==> config.mk <==
export PLATFORM = sky130hd
export DESIGN_NAME = kst_fifo
export DESIGN_NICKNAME = d
export VERILOG_FILES = /design/src/hdl/kst_pkg.sv /design/src/hdl/kst_fifo.sv
export SDC_FILE = /design/constraint.sdc
export NUM_CORES = 1
export LEC_CHECK = 0
export BUFFER_PORTS_ARGS = -buffer_cell sky130_fd_sc_hd__buf_2
export CAP_MARGIN = 10
export CORE_MARGIN = 2
export CORE_UTILIZATION = 35
export CTS_CLUSTER_SIZE = 25
export DETAILED_ROUTE_END_ITERATION = 10
export GPL_ROUTABILITY_DRIVEN = 0
export GPL_TIMING_DRIVEN = 0
export HOLD_SLACK_MARGIN = 0.12
export PLACE_DENSITY = 0.67
export REMOVE_ABC_BUFFERS = 1
export SYNTH_ARGS = -nofsm -noshare
export SYNTH_HDL_FRONTEND = slang
export SYNTH_SLANG_ARGS = --single-unit
==> constraint.sdc <==
create_clock -name clk_i -period 3.1 [get_ports clk_i]
set_input_delay 0.465 -clock clk_i [delete_from_list [all_inputs] [get_ports clk_i]]
set_output_delay 0.465 -clock clk_i [all_outputs]
set_load 0.01 [all_outputs]
==> src/hdl/kst_pkg.sv <==
// ----------------------------------------------------------------------------
// kst_pkg: shared types and constants for the spanning tree block
// Field widths, the front-to-back request struct and the tree state codes.
// ----------------------------------------------------------------------------
package kst_pkg;

  localparam int unsigned VertW    = 6;
  localparam int unsigned NvW      = 7;
  localparam int unsigned WeightW  = 16;
  localparam int unsigned TotalW   = 22;
  localparam int unsigned MaxVerts = 64;
  // stored edge: {from, to, weight}
  localparam int unsigned EdgeW    = 2 * VertW + WeightW;

  // Loaded edge as handed from the front part to the back part
  typedef struct packed {
    logic [VertW-1:0]   from_v;
    logic [VertW-1:0]   to_v;
    logic [WeightW-1:0] weight;
    logic               last;
    logic               bad;
  } edge_req_t;

  // Tree engine states
  typedef enum logic [11:0] {
    StClear   = 12'b0000_0000_0001,
    StIdle    = 12'b0000_0000_0010,
    StSortRd  = 12'b0000_0000_0100,
    StSortLd  = 12'b0000_0000_1000,
    StSortCmp = 12'b0000_0001_0000,
    StSortWb  = 12'b0000_0010_0000,
    StBldRd   = 12'b0000_0100_0000,
    StBldEd   = 12'b0000_1000_0000,
    StBldRa   = 12'b0001_0000_0000,
    StBldRb   = 12'b0010_0000_0000,
    StEmitRd  = 12'b0100_0000_0000,
    StEmit    = 12'b1000_0000_0000
  } state_e;

endpackage

==> src/hdl/kst_fifo.sv <==
// ----------------------------------------------------------------------------
// kst_fifo: short request queue between front and back parts
// Two entries of edge requests, valid/ready on both sides.
// ----------------------------------------------------------------------------
module kst_fifo (
  input  logic                clk_i,
  input  logic                rst_ni,
  input  logic                push_i,
  input  kst_pkg::edge_req_t  push_data_i,
  output logic                full_o,
  input  logic                pop_i,
  output kst_pkg::edge_req_t  pop_data_o,
  output logic                empty_o
);
  kst_pkg::edge_req_t buf_q [2];
  logic       wp_q, rp_q;
  logic [1:0] cnt_q;

  assign full_o     = cnt_q[1];
  assign empty_o    = (cnt_q == 2'd0);
  assign pop_data_o = buf_q[rp_q];

  always_ff @(posedge clk_i) begin
    if (push_i) buf_q[wp_q] <= push_data_i;
  end

  // pointers and fill count
  always_ff @(posedge clk_i or negedge rst_ni) begin
    if (!rst_ni) begin
      wp_q  <= 1'b0;
      rp_q  <= 1'b0;
      cnt_q <= 2'd0;
    end else begin
      if (push_i) wp_q <= ~wp_q;
      if (pop_i)  rp_q <= ~rp_q;
      cnt_q <= cnt_q + {1'b0, push_i} - {1'b0, pop_i};
    end
  end
endmodule

==> results.tsv, run 1 <==
stage	metric	value	unit
logic_synthesis	ys_types	11	
logic_synthesis	yosysTopAreaCellShare	76.2	%
timing	rsz0062_at_grt	false	
layout	drive_gt1_share	60.4	%
worst_setup_path	worstPathRequired	2.63	ns
timing	finalHoldViolations	0	
grt	grt_pass1_vias	1289	
worst_setup_path	arrival	1.85	ns
floorplan	die_y	86.2	um
logic_synthesis	synthCells	107	
placement	dp_hpwl	2490	um
logic_synthesis	synth_area_leader_cell	edfxtp_1	
grt	grt_pass1_wl	6020	um
min_path	hold_class	in2reg	
floorplan	start_util	36.8	%
grt	grt_remaining_overflow	0	
detailed_routing	postRouteAntennaNets	0	
timing	timing.final.crit_share	74.8	%
worst_setup_path	path_max_fanout	18	
placement	pre_cts_slack	1.08	ns
floorplan	core_area	6420	sq um
run_status	outcome	completed	
detailed_routing	dr_total_vias	1205	
layout	antenna_cells	0	
floorplan	dieArea	7430	sq um
detailed_routing	viasPerCell	4.56	
clock_tree	numClockSinks	64	
timing	tightest_slew	0.899	ns
placement	port_buffers	65	
floorplan	rows	29	
detailed_routing	firstDrtPassIters	4	
logic_synthesis	synth_area_leaders	edfxtp_1 76%, mux2_2 14%, dfrtp_1 4.2%	
timing	finalSetupViolCount	0	
clock_tree	post_cts_buffers	0	
timing	layout_setup_ws	0.781	ns
clock_tree	insertion_delay	0.33	ns
clock_tree	cts_tree	yes	
job	max_cap_violations	0	
clock_tree	path_clk_slew	0.07	ns
grt	grt_max_degree	31	
clock_tree	clockBufferDepth	2	
layout	final_area	2990	sq um
power_and_ir_drop	power_density	894	nW/um^2
timing	slew_headroom	40.0	%
timing	layout_min_cycle_time	2.32	ns
clock_tree	cts_buffers	9	
clock_tree	root_buffer	clkbuf_8	
logic_synthesis	synth_area	2360	sq um
placement	postPlaceCellArea	2790	sq um
floorplan	pin_count	66	
layout	synthToLayoutAreaGrowth	26.3	%
clock_tree	htree_levels	3	
layout	fin_nets	218	
timing	setup-tns-final	0	ns
timing	skew	0.00655	ns
floorplan	die_w	86.2	um
worst_setup_path	path_class	reg2out	
worst_setup_path	cp-end-kind	output pin	
grt	antenna_found_initial	0	
timing	drv_slew	0	
detailed_routing	drc	0	
detailed_routing	routed_wl	3920	um
logic_synthesis	ys.warnings.count	0	
power_and_ir_drop	p_total	2670	uW
detailed_routing	drt-wirelength-per-cell	14.8	um
power_and_ir_drop	ir_drop	0.475	mV
logic_synthesis	yosysSeqAreaShare	80.5	%
timing	clock.fmax	431	MHz
logic_synthesis	yosys_register_bits	64	
worst_setup_path	cp-start-kind	flop	
power_and_ir_drop	leakage	0.00116	uW
detailed_routing	drt-initial-drc-count	53	
grt	grtUsageTotal	11.1	%
logic_synthesis	syn_area_per_cell	22.1	sq um
-- Yosys cell counts --
cell      instances
xor2_1            2
nor2_1            1
inv_1             2
dfrtp_1           4
xor3_1            1
edfxtp_1         60
mux2_2           30
and2_1            1
nor2b_1           1
ha_1              2
buf_6             3
-- placed cells by master (no fill, tap or decap), types with 2 or more instances in the layout --
master | Yosys | final
clkinvlp_4 | 0 | 2
clkbuf_8 | 0 | 9
buf_2 | 0 | 65
xor2_1 | 2 | 2
edfxtp_1 | 60 | 60
ha_1 | 2 | 2
dfrtp_1 | 4 | 4
clkinv_2 | 0 | 3
mux2_2 | 30 | 30
inv_1 | 2 | 2
-- path summary, 6_finish.rpt --
check	startpoint	to	slack, ns	cells past startpoint
worst max-delay path	rp_q	pop_data_o[14]	0.78	3
worst min-delay path	push_data_i[28]	buf_q[0][28]	0.32	1
worst max register to register	wp_q	buf_q[0][0]	1.57	1
worst min register to register	wp_q	wp_q	0.54	1
max in group asynchronous	rst_ni	wp_q	2.50	2
min in group asynchronous	rst_ni	cnt_q[0]	0.47	2
-- registers in the layout, summed over array words and instances, names as in the netlist --
name,count
buf_q,60
cnt_q,2
rp_q,1
wp_q,1
-- report_power, final --
| part | switching [uW] | internal [uW] |
|---|---|---|
| sequential | 87.0 | 1150 |
| clock | 318 | 367 |
| combinational | 359 | 385 |
-- area by class of cell --
| class | count | area, sq um |
|---|---|---|
| clock inverter | 6 | 60.1 |
| fill | 576 | 3440 |
| clock buffer | 10 | 128 |
| inverter | 2 | 7.51 |
| tap | 77 | 96.3 |
| multi-input combinational | 38 | 429 |
| timing repair buffer | 67 | 363 |
| sequential | 64 | 1900 |
-- per-layer routing --
layer	vias to the layer above	part of all wire [%]	global-route usage, %	routed length, um
li1	568	-	-	-
met1	587	41	12.0	1590
met2	47	50	18.1	1980
met3	3	8.6	6.19	338
met4	0	0.46	4.69	18
met5	-	0	0	0
-- per-stage QoR --
step / hold WS, ns / utilization, % / cells
CTS: 0.305 / 46.5 / 264
global route: 0.296 / 46.5 / 264
global placement: 0.274 / 42.8 / 246
floorplan: 0.169 / - / 104
finish: 0.319 / 46.5 / 264
detailed placement: 0.275 / 43.4 / 247
-- what timing repair did --
| item | in CTS | in global routing |
|---|---|---|
| hold buffers | 1 | 0 |
| endpoints found under the hold margin | 4 | 0 |
| resized for setup | 0 | 0 |
| setup endpoints to repair | 0 | 0 |
-- logic make-up after synthesis --
kind of cell             share of synthesized area (%)
XOR/XNOR                                          1.75
adder cells (fa/ha/maj)                           1.06
buffers and inverters                             1.75
flip-flops                                        80.5
multiplexers                                      14.3
AND/OR/NAND/NOR                                  0.688
-- critical path, cell delays in order, from the launching register on --
cell and delay [ns]:
dfrtp_1 0.79, buf_16 0.24, mux2_2 0.35, buf_2 0.14
No activity file was read; power rests on OpenSTA's default activity.
==> run 2, diff against run 1 <==
Settings changed: PLACE_DENSITY 0.67 to 0.69.
Clock period 3.1 ns to 1.9 ns, I/O delays scaled along.
==> run 2 against run 1 <==
Clock skew rose by 0.0024 ns. Sequential cell count did not move. Cell area is 1.7% higher. Final cell count increased by 1.9%. Sequential share of layout area is 1.0 points lower. Register-to-register slack got worse by 1.2 ns. Critical path depth did not move. Combinational power grew 73%. Via count rose by 1.2%. First-iteration DRC count down 1.9%. Critical path type unchanged. Critical endpoint is now pop_data_o[22]. Highest routed layer unchanged.
==> results.tsv, run 2 (same netlist as run 1, synthesis figures left out) <==
stage	metric	value	unit
grt	grt_pass1_vias	1307	
grt	busiest_layer	met2	
timing	slew_headroom	40.5	%
timing	layout_setup_ws	0.192	ns
layout	top_regs	buf_q: 60 flops, cnt_q: 2 flops	
clock_tree	htree_levels	3	
timing	timing.final.crit_share	89.9	%
floorplan	start_util	36.8	%
detailed_routing	drt-wirelength-per-cell	14.2	um
min_path	hold_depth	1	
layout	drive_gt1_share	59.4	%
worst_setup_path	path_class	reg2out	
grt	grt_pass1_wl	5930	um
layout	final_common_cell	buf_2	
detailed_routing	drt-initial-drc-count	52	
timing	tightest_slew	0.890	ns
grt	use_met2	17.4	%
floorplan	rows	29	
placement	port_buffers	65	
min_path	hold_class	in2reg	
timing	rsz0062_at_grt	false	
detailed_routing	routed_wl	3830	um
floorplan	die_w	86.2	um
timing	drv_slew	0	
power_and_ir_drop	leakage	0.00118	uW
floorplan	die_y	86.2	um
grt	grtUsageTotal	11.0	%
layout	fin_nets	223	
worst_setup_path	path_max_fanout	10	
layout	largest_reg_flops	60	
grt	grt_max_degree	31	
timing	clock.fmax	586	MHz
timing	finalSetupViolCount	0	
worst_setup_path	worstPathRequired	1.62	ns
worst_setup_path	arrival	1.42	ns
layout	synthToLayoutAreaGrowth	28.4	%
floorplan	dieArea	7430	sq um
detailed_routing	drc	0	
clock_tree	cts_buffers	9	
grt	antenna_found_initial	0	
power_and_ir_drop	ir_drop	0.677	mV
clock_tree	numClockSinks	64	
placement	dp_hpwl	2450	um
worst_setup_path	cp-end-kind	output pin	
clock_tree	path_clk_slew	0.07	ns
detailed_routing	viasPerCell	4.53	
job	max_cap_violations	0	
layout	top_register	buf_q	
worst_setup_path	ff2ff_path_depth	1	
worst_setup_path	cp-start-kind	flop	
run_status	outcome	completed	
floorplan	pin_count	66	
timing	layout_min_cycle_time	1.71	ns
power_and_ir_drop	power_density	1440	nW/um^2
grt	grt_remaining_overflow	0	
layout	antenna_cells	0	
clock_tree	insertion_delay	0.33	ns
layout	utilization	47.3	%
layout	fillers	568	
worst_setup_path	rrSetupSlack	0.37	ns
floorplan	core_area	6420	sq um
clock_tree	clockBufferDepth	2	
placement	pre_cts_slack	0.184	ns
layout	final_cell_mix	65 x buf_2, 60 x edfxtp_1, 30 x mux2_2, 9 x clkbuf_8, 5 x dlygate4sd3_1	
timing	skew	0.00897	ns
detailed_routing	firstDrtPassIters	3	
detailed_routing	dr_total_vias	1219	
timing	finalHoldViolations	0	
grt	grt_util_met1	12.6	%
grt	met3_usage	5.14	%
clock_tree	cts_tree	yes	
detailed_routing	postRouteAntennaNets	0	
clock_tree	root_buffer	clkbuf_8	
run 2: cell count changes in the layout (fill, tap and decap cells not counted), sizes merged:
| cell | previous run | this run |
|---|---|---|
| clkbuf | 10 | 11 |
| buf | 66 | 67 |
| clkinvlp | 2 | 0 |
| dlygate4sd3 | 1 | 5 |
| clkinv | 3 | 4 |
run 2: metal layers:
layer	share of wire, %	vias up	wire [um]
met3	8.0	4	306
met2	49	43	1860
met5	0	-	0
met4	1.2	0	46
met1	42	592	1620
li1	-	580	-
run 2: final cells by class:
cell class | instances | area [sq um] | share of cell area (%)
Sequential cell | 64 | 1900 | 62.7
Clock buffer | 11 | 131 | 4.33
Clock inverter | 5 | 57.6 | 1.90
Inverter | 2 | 7.51 | 0.247
Timing Repair Buffer | 72 | 410 | 13.5
Multi-Input combinational cell | 38 | 429 | 14.1
Tap cell | 77 | 96.3 | 3.17
run 2: path summary, 6_finish.rpt:
| check | startpoint | end |
|---|---|---|
| min in group asynchronous | rst_ni | cnt_q[1] |
| worst min register to register | wp_q | wp_q |
| worst min-delay path | push_data_i[19] | buf_q[1][19] |
| worst max register to register | wp_q | buf_q[0][28] |
| worst max-delay path | rp_q | pop_data_o[22] |
| max in group asynchronous | rst_ni | rp_q |
run 2: worst max-delay path: stages, from the launching register on:
cell     delay, ns
dfrtp_2       0.40
buf_4         0.19
mux2_2        0.36
buf_2         0.14
run 2: through the flow:
step | total power [uW] | instances | TNS (ns) | hold WS, ns | instance area (sq um)
final | 4370 | 269 | 0 | 0.143 | 3040
after global routing | 4620 | 269 | 0 | 0.121 | 3040
after CTS | 4450 | 269 | 0 | 0.120 | 3040
after detailed placement | 3300 | 247 | 0 | 0.0944 | 2790
after global placement | 3220 | 246 | -45.14 | 0.0940 | 2750
after floorplan | 2750 | 104 | -8.23 | -0.0106 | 2330
run 2: repair_timing:
action / in CTS / in global routing
resized for setup: 1 / 0
endpoints found under the setup margin: 20 / 0
hold buffers: 5 / 0
hold endpoints to repair: 11 / 0
setup buffers: 1 / 0
run 2: power breakdown:
group	internal, uW	switching (uW)
sequential	1890	88.0
clock	607	501
combinational	648	638
total	3140	1230
