### src/hdl/kst_pkg.sv
// ----------------------------------------------------------------------------
// kst_pkg: shared types and constants for the spanning tree block
// Field widths, the front-to-back request struct and the tree state codes.
// ----------------------------------------------------------------------------
package kst_pkg;

  localparam int unsigned VertW    = 6;
  localparam int unsigned NvW      = 7;
  localparam int unsigned WeightW  = 16;
  localparam int unsigned TotalW   = 22;
  localparam int unsigned MaxVerts = 64;
  // stored edge: {from, to, weight}
  localparam int unsigned EdgeW    = 2 * VertW + WeightW;

  // Loaded edge as handed from the front part to the back part
  typedef struct packed {
    logic [VertW-1:0]   from_v;
    logic [VertW-1:0]   to_v;
    logic [WeightW-1:0] weight;
    logic               last;
    logic               bad;
  } edge_req_t;

  // Tree engine states
  typedef enum logic [11:0] {
    StClear   = 12'b0000_0000_0001,
    StIdle    = 12'b0000_0000_0010,
    StSortRd  = 12'b0000_0000_0100,
    StSortLd  = 12'b0000_0000_1000,
    StSortCmp = 12'b0000_0001_0000,
    StSortWb  = 12'b0000_0010_0000,
    StBldRd   = 12'b0000_0100_0000,
    StBldEd   = 12'b0000_1000_0000,
    StBldRa   = 12'b0001_0000_0000,
    StBldRb   = 12'b0010_0000_0000,
    StEmitRd  = 12'b0100_0000_0000,
    StEmit    = 12'b1000_0000_0000
  } state_e;

endpackage

### src/hdl/kst_if.sv
// ----------------------------------------------------------------------------
// kst_in_if / kst_out_if: valid/ready channels of the spanning tree block
// Source drives valid and payload, sink drives ready.
// ----------------------------------------------------------------------------
interface kst_in_if;
  logic        valid;
  logic        ready;
  logic [5:0]  edge_from;
  logic [5:0]  edge_to;
  logic [15:0] edge_weight;
  logic        last_edge;
  modport source (output valid, edge_from, edge_to, edge_weight, last_edge, input ready);
  modport sink   (input valid, edge_from, edge_to, edge_weight, last_edge, output ready);
endinterface


### src/hdl/kst_front.sv
// ----------------------------------------------------------------------------
// kst_front: edge intake and range check
// Takes input requests, flags edges with bad endpoints, queues them all.
// ----------------------------------------------------------------------------
module kst_front (
  kst_in_if.sink                   in_if,
  input  logic [kst_pkg::NvW-1:0]  nv_i,
  input  logic                     full_i,
  output logic                     push_o,
  output kst_pkg::edge_req_t       push_data_o
);
  logic ep_ok;

  // endpoints must lie below the vertex count at intake
  assign ep_ok = ({1'b0, in_if.edge_from} < nv_i) && ({1'b0, in_if.edge_to} < nv_i);
  assign in_if.ready = ~full_i;

  // a bad edge still travels, with its flag, so a run end is never lost
  assign push_o      = in_if.valid & ~full_i;
  assign push_data_o = '{from_v: in_if.edge_from,
                         to_v:   in_if.edge_to,
                         weight: in_if.edge_weight,
                         last:   in_if.last_edge,
                         bad:    ~ep_ok};
endmodule

### src/flat_wrapper.sv
// flat-port wrapper written by rule: the top's interface ports become plain ports
module kst_front_flat 
  (nv_i, full_i, push_o, push_data_o, in_if_valid, in_if_edge_from, in_if_edge_to, in_if_edge_weight, in_if_last_edge, in_if_ready);
  kst_in_if in_if_i ();
  input  logic [kst_pkg::NvW-1:0] nv_i;
  input  logic full_i;
  output logic push_o;
  output kst_pkg::edge_req_t push_data_o;
  input wire logic [$bits(in_if_i.valid)-1:0] in_if_valid;
  input wire logic [$bits(in_if_i.edge_from)-1:0] in_if_edge_from;
  input wire logic [$bits(in_if_i.edge_to)-1:0] in_if_edge_to;
  input wire logic [$bits(in_if_i.edge_weight)-1:0] in_if_edge_weight;
  input wire logic [$bits(in_if_i.last_edge)-1:0] in_if_last_edge;
  output wire logic [$bits(in_if_i.ready)-1:0] in_if_ready;
  assign in_if_i.valid = in_if_valid;
  assign in_if_i.edge_from = in_if_edge_from;
  assign in_if_i.edge_to = in_if_edge_to;
  assign in_if_i.edge_weight = in_if_edge_weight;
  assign in_if_i.last_edge = in_if_last_edge;
  assign in_if_ready = in_if_i.ready;
  kst_front u_core (.in_if(in_if_i), .nv_i(nv_i), .full_i(full_i), .push_o(push_o), .push_data_o(push_data_o));
endmodule
### config.mk
export PLATFORM = sky130hd
export DESIGN_NAME = kst_front_flat
export DESIGN_NICKNAME = d
export VERILOG_FILES = /design/src/hdl/kst_pkg.sv /design/src/hdl/kst_if.sv /design/src/hdl/kst_front.sv /design/src/flat_wrapper.sv
export SDC_FILE = /design/constraint.sdc
export NUM_CORES = 1
export LEC_CHECK = 0
export BUFFER_PORTS_ARGS = -buffer_cell sky130_fd_sc_hd__buf_2
export CAP_MARGIN = 15
export CORE_MARGIN = 2
export CORE_UTILIZATION = 28
export DETAILED_ROUTE_END_ITERATION = 7
export PLACE_DENSITY = 0.8
export SLEW_MARGIN = 15
export SYNTH_ARGS = -nofsm -noshare
export SYNTH_HDL_FRONTEND = slang
export SYNTH_SLANG_ARGS = --single-unit
### constraint.sdc
create_clock -name vclk -period 1.25
set_clock_uncertainty 0.05 [all_clocks]
set_input_delay 0.0625 -clock vclk [all_inputs]
set_output_delay 0.0625 -clock vclk [all_outputs]
set_load 0.02 [all_outputs]
==> results of run 1 <==
==> logic make-up (layout without fill, tap and decap cells) <==
group	after synthesis	after routing	synth area share
compound gates	7	7	0.111
fa+ha+maj	10	10	0.264
simple gates	10	10	0.119
buf+inv	35	44	0.507
==> power by group through the flow <==
stage	logic, mW	clock network, mW	registers, mW
after global routing	0.229	0	0
after detailed placement	0.193	0	0
after global placement	0.184	0	0
after floorplan	0.215	0	0
after CTS	0.208	0	0
final	0.206	0	0
==> placed cells by master (no fill, tap or decap), drive strengths merged, types with 2 or more instances in the layout <==
cell type / n
ha: 10
nor2: 2
a21oi: 3
buf: 38
nand2: 2
inv: 6
==> worst paths after layout <==
check                            startpoint         endpoint  slack [ns]  depth (start not counted)
worst max-delay path                nv_i[1]   push_data_o[0]       -0.17                          8
worst min-delay path  in_if_edge_weight[11]  push_data_o[13]        0.08                          0
==> stage by stage <==
stage / std cells / utilization / worst slack, ns
6_report: 87 / 0.340 / -0.165
2_1_floorplan: 62 / - / 0.00562
4_1_cts: 87 / 0.338 / -0.178
3_5_place_dp: 87 / 0.321 / -0.240
5_1_grt: 87 / 0.340 / -0.212
3_3_place_gp: 87 / 0.321 / -0.221
==> metal layers <==
metal,vias to the layer above,GRT usage,wire length [µm],part of all wire
met5,-,0,0,0
met3,4,0.00800,135,0.13
met2,29,0.203,520,0.51
met1,164,0.100,339,0.34
met4,0,0.0353,16,0.016
li1,197,-,-,-
==> area by class of cell <==
class / count / area (µm²)
multi-input combinational: 27 / 262
timing repair buffer: 38 / 218
fill: 160 / 1020
inverter: 6 / 25.0
tap: 16 / 20.0
==> repair_timing <==
action | in CTS | in global routing
pin swaps | 3 | 1
setup endpoints to repair | 1 | 1
setup buffers | 0 | 0
gates resized for setup | 6 | 1
==> results.cfg, run 1 <==
[timing]
setup_viol = 1
rsz0062_at_grt = yes
worst_pin_slew_ns = 0.268
postLayoutSetupSlackWorst_ns = -0.165
whs_ns = 0.0750
fmax_ghz = 0.707
timing.final.crit_share = 1.13
tns_ns = -0.165
slew_violations = 0
slew_headroom = 0.821
min_period_ns = 1.42
final-hold-violation-count = 0

[grt]
grt_use_total = 0.0988
grt_pass1_wl_mm = 1.53
grt_pass1_vias = 391
grt-ovfl-total = 0
antenna_found_initial = 0
grt_max_degree = 4

[critical_path]
path_buf_inv = 3
arrival_ns = 1.30
worst-path-max-fanout = 2
crit_chain = buf_8 > inv_4 > ha_4 > or3b_1 > o211ai_2 > a2111oi_2 > or3_4 > buf_6
critPathSlowestCell = or3b_1
end_kind = output port
critPathMaxStageDelay_ns = 0.35
start_kind = input port
cp.required_ns = 1.14
crit_type = input port to output port
path_delay_family = simple AND/OR/NAND/NOR gates

[floorplan]
die_w_um = 45.2
die_area_mm2 = 0.00204
ios = 70
core_mm2 = 0.00154
std_cell_rows = 14
initial_core_util = 0.308
die_h_um = 45.2

[finish]
diodes = 0
design.seq.count = 0
num-nets-final = 121
final_cell_area_um2 = 524
area_growth_pct = 10.6
regArea_um2 = 0
nClkBuffers = 0
final_layout_size_suffix_gt1_frac = 0.620

[drt]
ant_nets = 0
wire_per_inst_um = 11.6
drt-pass1-iter-count = 1
drc = 0
num_vias = 394
first_iter_violations = 0
via_per_inst = 4.53
wirelength_mm = 1.01

[power]
power_uw = 206
p_int_uw = 100
power_frac_comb = 1.000
peakVddDrop_uv = 105
power.switching_uw = 106
p_per_area_mw_per_mm2 = 393
swShare = 0.513
sequentialPowerShare = 0
p_leak_nw = 0.310
clock_power_share = 0

[run_status]
failed_checks = negative setup slack
status = complete, but fails checks

[placed_design]
gp_congestion = 0.695
port_buffers = 36
placed_area_um2 = 494
place_hpwl_um = 921

[yosys]
yosys.area.top_type = buf_4
synth_commonest_cells = buf_4, ha_1, inv_1, a21oi_1
ys_types = 16
synth.cell_area_um2 = 474
synthCells = 62
synth_fp_nets = 110
avgSynthCellArea_um2 = 7.65
yosysWarnings = 0
synth_seq_area_share = 0
synthTopCellsByArea = buf_4, ha_1, inv_1
synth_top_area_frac = 0.459
synth_most_common_cell = buf_4

[hold_path]
hold_class = input port to output port

[run]
drv_cap = 0

[cts]
cts_hold_buf = 0
Power figures use the tool's default switching activity.
==> run 2, diff against run 1 <==
--- a/config.mk
+++ b/config.mk
@@ -8,9 +8,10 @@
 export BUFFER_PORTS_ARGS = -buffer_cell sky130_fd_sc_hd__buf_2
 export CAP_MARGIN = 15
 export CORE_MARGIN = 2
-export CORE_UTILIZATION = 28
+export CORE_UTILIZATION = 34
 export DETAILED_ROUTE_END_ITERATION = 7
-export PLACE_DENSITY = 0.8
+export PLACE_DENSITY = 0.91
+export REMOVE_ABC_BUFFERS = 1
 export SLEW_MARGIN = 15
 export SYNTH_ARGS = -nofsm -noshare
 export SYNTH_HDL_FRONTEND = slang
==> constraint.sdc (replaced) <==
create_clock -name vclk -period 1.7
set_clock_uncertainty 0.05 [all_clocks]
set_input_delay 0.085 -clock vclk [all_inputs]
set_output_delay 0.085 -clock vclk [all_outputs]
set_load 0.02 [all_outputs]
==> run 2 against run 1 <==
The flow now finishes without violations. Hold slack improved by 0.045 ns. Total power decreased by 39%. Sequential share of layout area unchanged. Highest routed layer is now met3. Sequential cell count unchanged. Count of clock-buffer cells in the layout unchanged.
==> results.cfg, run 2 (same netlist as run 1, synthesis figures left out) <==
[run_status]
status = finished, final reports clean

[grt]
antenna_found_initial = 0
grt-ovfl-total = 0
grt_pass1_wl_mm = 1.33
grtUsageMet3 = 0.112
grt_max_degree = 4
grt_use_met1 = 0.127
grt.met2_usage = 0.164
grt_use_total = 0.117
grt_pass1_vias = 325
grt_busiest_layer = met2

[floorplan]
die_w_um = 41.3
std_cell_rows = 13
die_area_mm2 = 0.00171
initial_core_util = 0.364
die_h_um = 41.3
ios = 70
core_mm2 = 0.00130

[critical_path]
end_kind = output port
path_delay_family = simple AND/OR/NAND/NOR gates
critPathMaxStageDelay_ns = 0.37
crit_chain = buf_2 > ha_1 > or3b_1 > o211ai_2 > a2111oi_1 > or3_1 > buf_2
cp.required_ns = 1.56
start_kind = input port
arrival_ns = 1.44
critPathSlowestCell = or3b_1
worst-path-max-fanout = 2
path_buf_inv = 2
crit_top_cell = buf_2
crit_type = input port to output port

[power]
p_per_area_mw_per_mm2 = 274
peakVddDrop_uv = 89.7
p_leak_nw = 0.293

[placed_design]
place_hpwl_um = 933
gp_congestion = 0.631
port_buffers = 36
placed_area_um2 = 455
dp.cells = 84

[finish]
final_cell_area_um2 = 455
n_fill_cell = 150
nClkBuffers = 0
design.seq.count = 0
final_layout_size_suffix_gt1_frac = 0.536
regArea_um2 = 0
final_cell_mix = buf_2, ha_1, inv_1
final_common_cell = buf_2
stdcell_count = 84
area_growth_pct = -3.96
num-nets-final = 119
diodes = 0

[drt]
drc = 0
drt-pass1-iter-count = 2
wirelength_mm = 1.02
first_iter_violations = 2
num_vias = 380
wire_per_inst_um = 12.2
via_per_inst = 4.52
ant_nets = 0

[timing]
rsz0062_at_grt = no
final-hold-violation-count = 0
slew_violations = 0
timing.final.crit_share = 0.924
worst_pin_slew_ns = 0.296
min_period_ns = 1.57
fmax_ghz = 0.637
tns_ns = 0
setup_viol = 0
slew_headroom = 0.802

[run]
drv_cap = 0

[cts]
cts_hold_buf = 0
cts_resized = 0
cts_setup_buffers = 0

[hold_path]
hp-start = in_if_edge_weight[7]
min_to = push_data_o[9]
holdPathStages = 0
hold_class = input port to output port
==> run 2: worst max-delay path by stage <==
stage               cells past startpoint  slack (ns)              to                from
floorplan                               6        0.31  push_data_o[0]             nv_i[1]
global placement                        7        0.13  push_data_o[0]  in_if_edge_from[1]
detailed placement                      7        0.12  push_data_o[0]  in_if_edge_from[1]
CTS                                     7        0.12  push_data_o[0]  in_if_edge_from[1]
global route                            8        0.06  push_data_o[0]             nv_i[1]
finish                                  7        0.13  push_data_o[0]  in_if_edge_from[1]
==> run 2: area by class of cell <==
| type | count | area [µm²] | area share |
|---|---|---|---|
| well taps | 15 | 18.8 | 0.0412 |
| inverters | 6 | 22.5 | 0.0495 |
| repair buffers | 36 | 180 | 0.396 |
| multi-input cells | 27 | 234 | 0.514 |
==> run 2: power breakdown <==
group          switching [mW]  internal, mW  leakage [nW]
sequential                  0             0             0
combinational          0.0688        0.0560         0.293
clock                       0             0             0
==> run 2: per-layer routing <==
metal / vias up / part of all wire
met1: 149 / 0.43
met2: 39 / 0.34
li1: 192 / -
met5: - / 0
met4: 0 / 0
met3: 0 / 0.22
==> run 2: per-stage QoR <==
step,utilization,worst slack (ns),power (mW),hold slack [ns]
floorplan,-,0.308,0.0506,0.120
global placement,0.350,0.133,0.122,0.120
detailed placement,0.350,0.121,0.126,0.120
CTS,0.350,0.119,0.127,0.120
global route,0.350,0.0579,0.142,0.120
finish,0.350,0.130,0.125,0.120
==> run 3, diff against run 2 <==
--- a/config.mk
+++ b/config.mk
@@ -10,7 +10,7 @@
 export CORE_MARGIN = 2
 export CORE_UTILIZATION = 34
 export DETAILED_ROUTE_END_ITERATION = 7
-export PLACE_DENSITY = 0.91
+export PLACE_DENSITY_LB_ADDON = 0.05
 export REMOVE_ABC_BUFFERS = 1
 export SLEW_MARGIN = 15
 export SYNTH_ARGS = -nofsm -noshare
==> run 3 against run 2 <==
First-iteration DRC count shrank 50%. Cell count did not move. Die area stayed put. Via count grew 0.53%. Non-clock buffer count did not move. Maximum frequency barely moved. Count of clock-buffer cells in the layout unchanged. Sequential cell count is the same. Critical path depth is 1 higher.
==> results.cfg, run 3 (same netlist as run 1, synthesis figures left out) <==
[floorplan]
die_area_mm2 = 0.00171
die_h_um = 41.3
core_mm2 = 0.00130
die_w_um = 41.3
initial_core_util = 0.364
ios = 70
std_cell_rows = 13

[finish]
design.seq.count = 0
area_growth_pct = -3.96
num-nets-final = 119
n_fill_cell = 152
final_cell_area_um2 = 455
final_cell_mix = buf_2, ha_1, inv_1
stdcell_count = 84
fin_util = 0.350
nClkBuffers = 0
final_layout_size_suffix_gt1_frac = 0.536
regArea_um2 = 0
final_common_cell = buf_2
diodes = 0

[critical_path]
start_kind = input port
end_kind = output port
arrival_ns = 1.43
cp.required_ns = 1.56
worst-path-max-fanout = 2
crit_type = input port to output port

[grt]
grt_use_total = 0.108
antenna_found_initial = 0
grt_max_degree = 4
grt_pass1_vias = 313
grt_pass1_wl_mm = 1.20
grt-ovfl-total = 0

[drt]
drt-met1-wl_um = 284
first_iter_violations = 1
wire_per_inst_um = 11.3
ant_nets = 0
num_vias = 382
wirelength_um = 947
wl_met2_um = 392
top_layer = met3
drt-pass1-iter-count = 2
dr_wl_met3_um = 270
drc = 0
via_per_inst = 4.55

[timing]
min_period_ns = 1.57
whs_ns = 0.120
worst_pin_slew_ns = 0.283
slew_headroom = 0.811
rsz0062_at_grt = no
slew_violations = 0
timing.final.crit_share = 0.923
setup_viol = 0
fmax_ghz = 0.637
final-hold-violation-count = 0
tns_ns = 0
postLayoutSetupSlackWorst_ns = 0.130

[power]
power.switching_uw = 67.8
swShare = 0.549
power_uw = 123
sequentialPowerShare = 0
p_leak_nw = 0.293
p_per_area_mw_per_mm2 = 271
clock_power_share = 0
peakVddDrop_uv = 84.9
p_int_uw = 55.6
power_frac_comb = 1.000

[placed_design]
dp.cells = 84
gp_congestion = 0.670
place_hpwl_um = 886
pre_cts_ws_ns = 0.119
port_buffers = 36
placed_area_um2 = 455

[cts]
cts_hold_buf = 0
cts_setup_buffers = 0
cts_resized = 0

[hold_path]
hold_class = input port to output port

[run]
drv_cap = 0

[run_status]
status = finished, final reports clean
[run 3: path summary, 6_finish.rpt]
| kind | start | to | slack, ns | cells past startpoint |
|---|---|---|---|---|
| worst max-delay path | nv_i[1] | push_data_o[0] | 0.13 | 8 |
| worst min-delay path | in_if_edge_weight[9] | push_data_o[11] | 0.12 | 0 |
[run 3: layout make-up]
class | instances | area [µm²] | share of cell area
Timing Repair Buffer | 36 | 180 | 0.396
Multi-Input combinational cell | 27 | 234 | 0.514
Inverter | 6 | 22.5 | 0.0495
Tap cell | 15 | 18.8 | 0.0412
[run 3: critical path: stages]
cell and delay (ns):
buf_2 0.07, inv_1 0.04, ha_1 0.20, or3b_1 0.37, o211ai_2 0.08, a2111oi_1 0.09
or3_1 0.34, buf_2 0.16
[run 3: metal layers]
layer / vias up / GRT usage
met1: 147 / 0.0949
met4: 0 / 0
met5: - / 0
li1: 191 / -
met3: 0 / 0.138
met2: 44 / 0.164
[run 3: power groups by stage]
| stage | registers [mW] | clock network (mW) | logic, mW |
|---|---|---|---|
| after global placement | 0 | 0 | 0.127 |
| after detailed placement | 0 | 0 | 0.125 |
| after global routing | 0 | 0 | 0.139 |
| after CTS | 0 | 0 | 0.126 |
| after floorplan | 0 | 0 | 0.0506 |
| final | 0 | 0 | 0.123 |
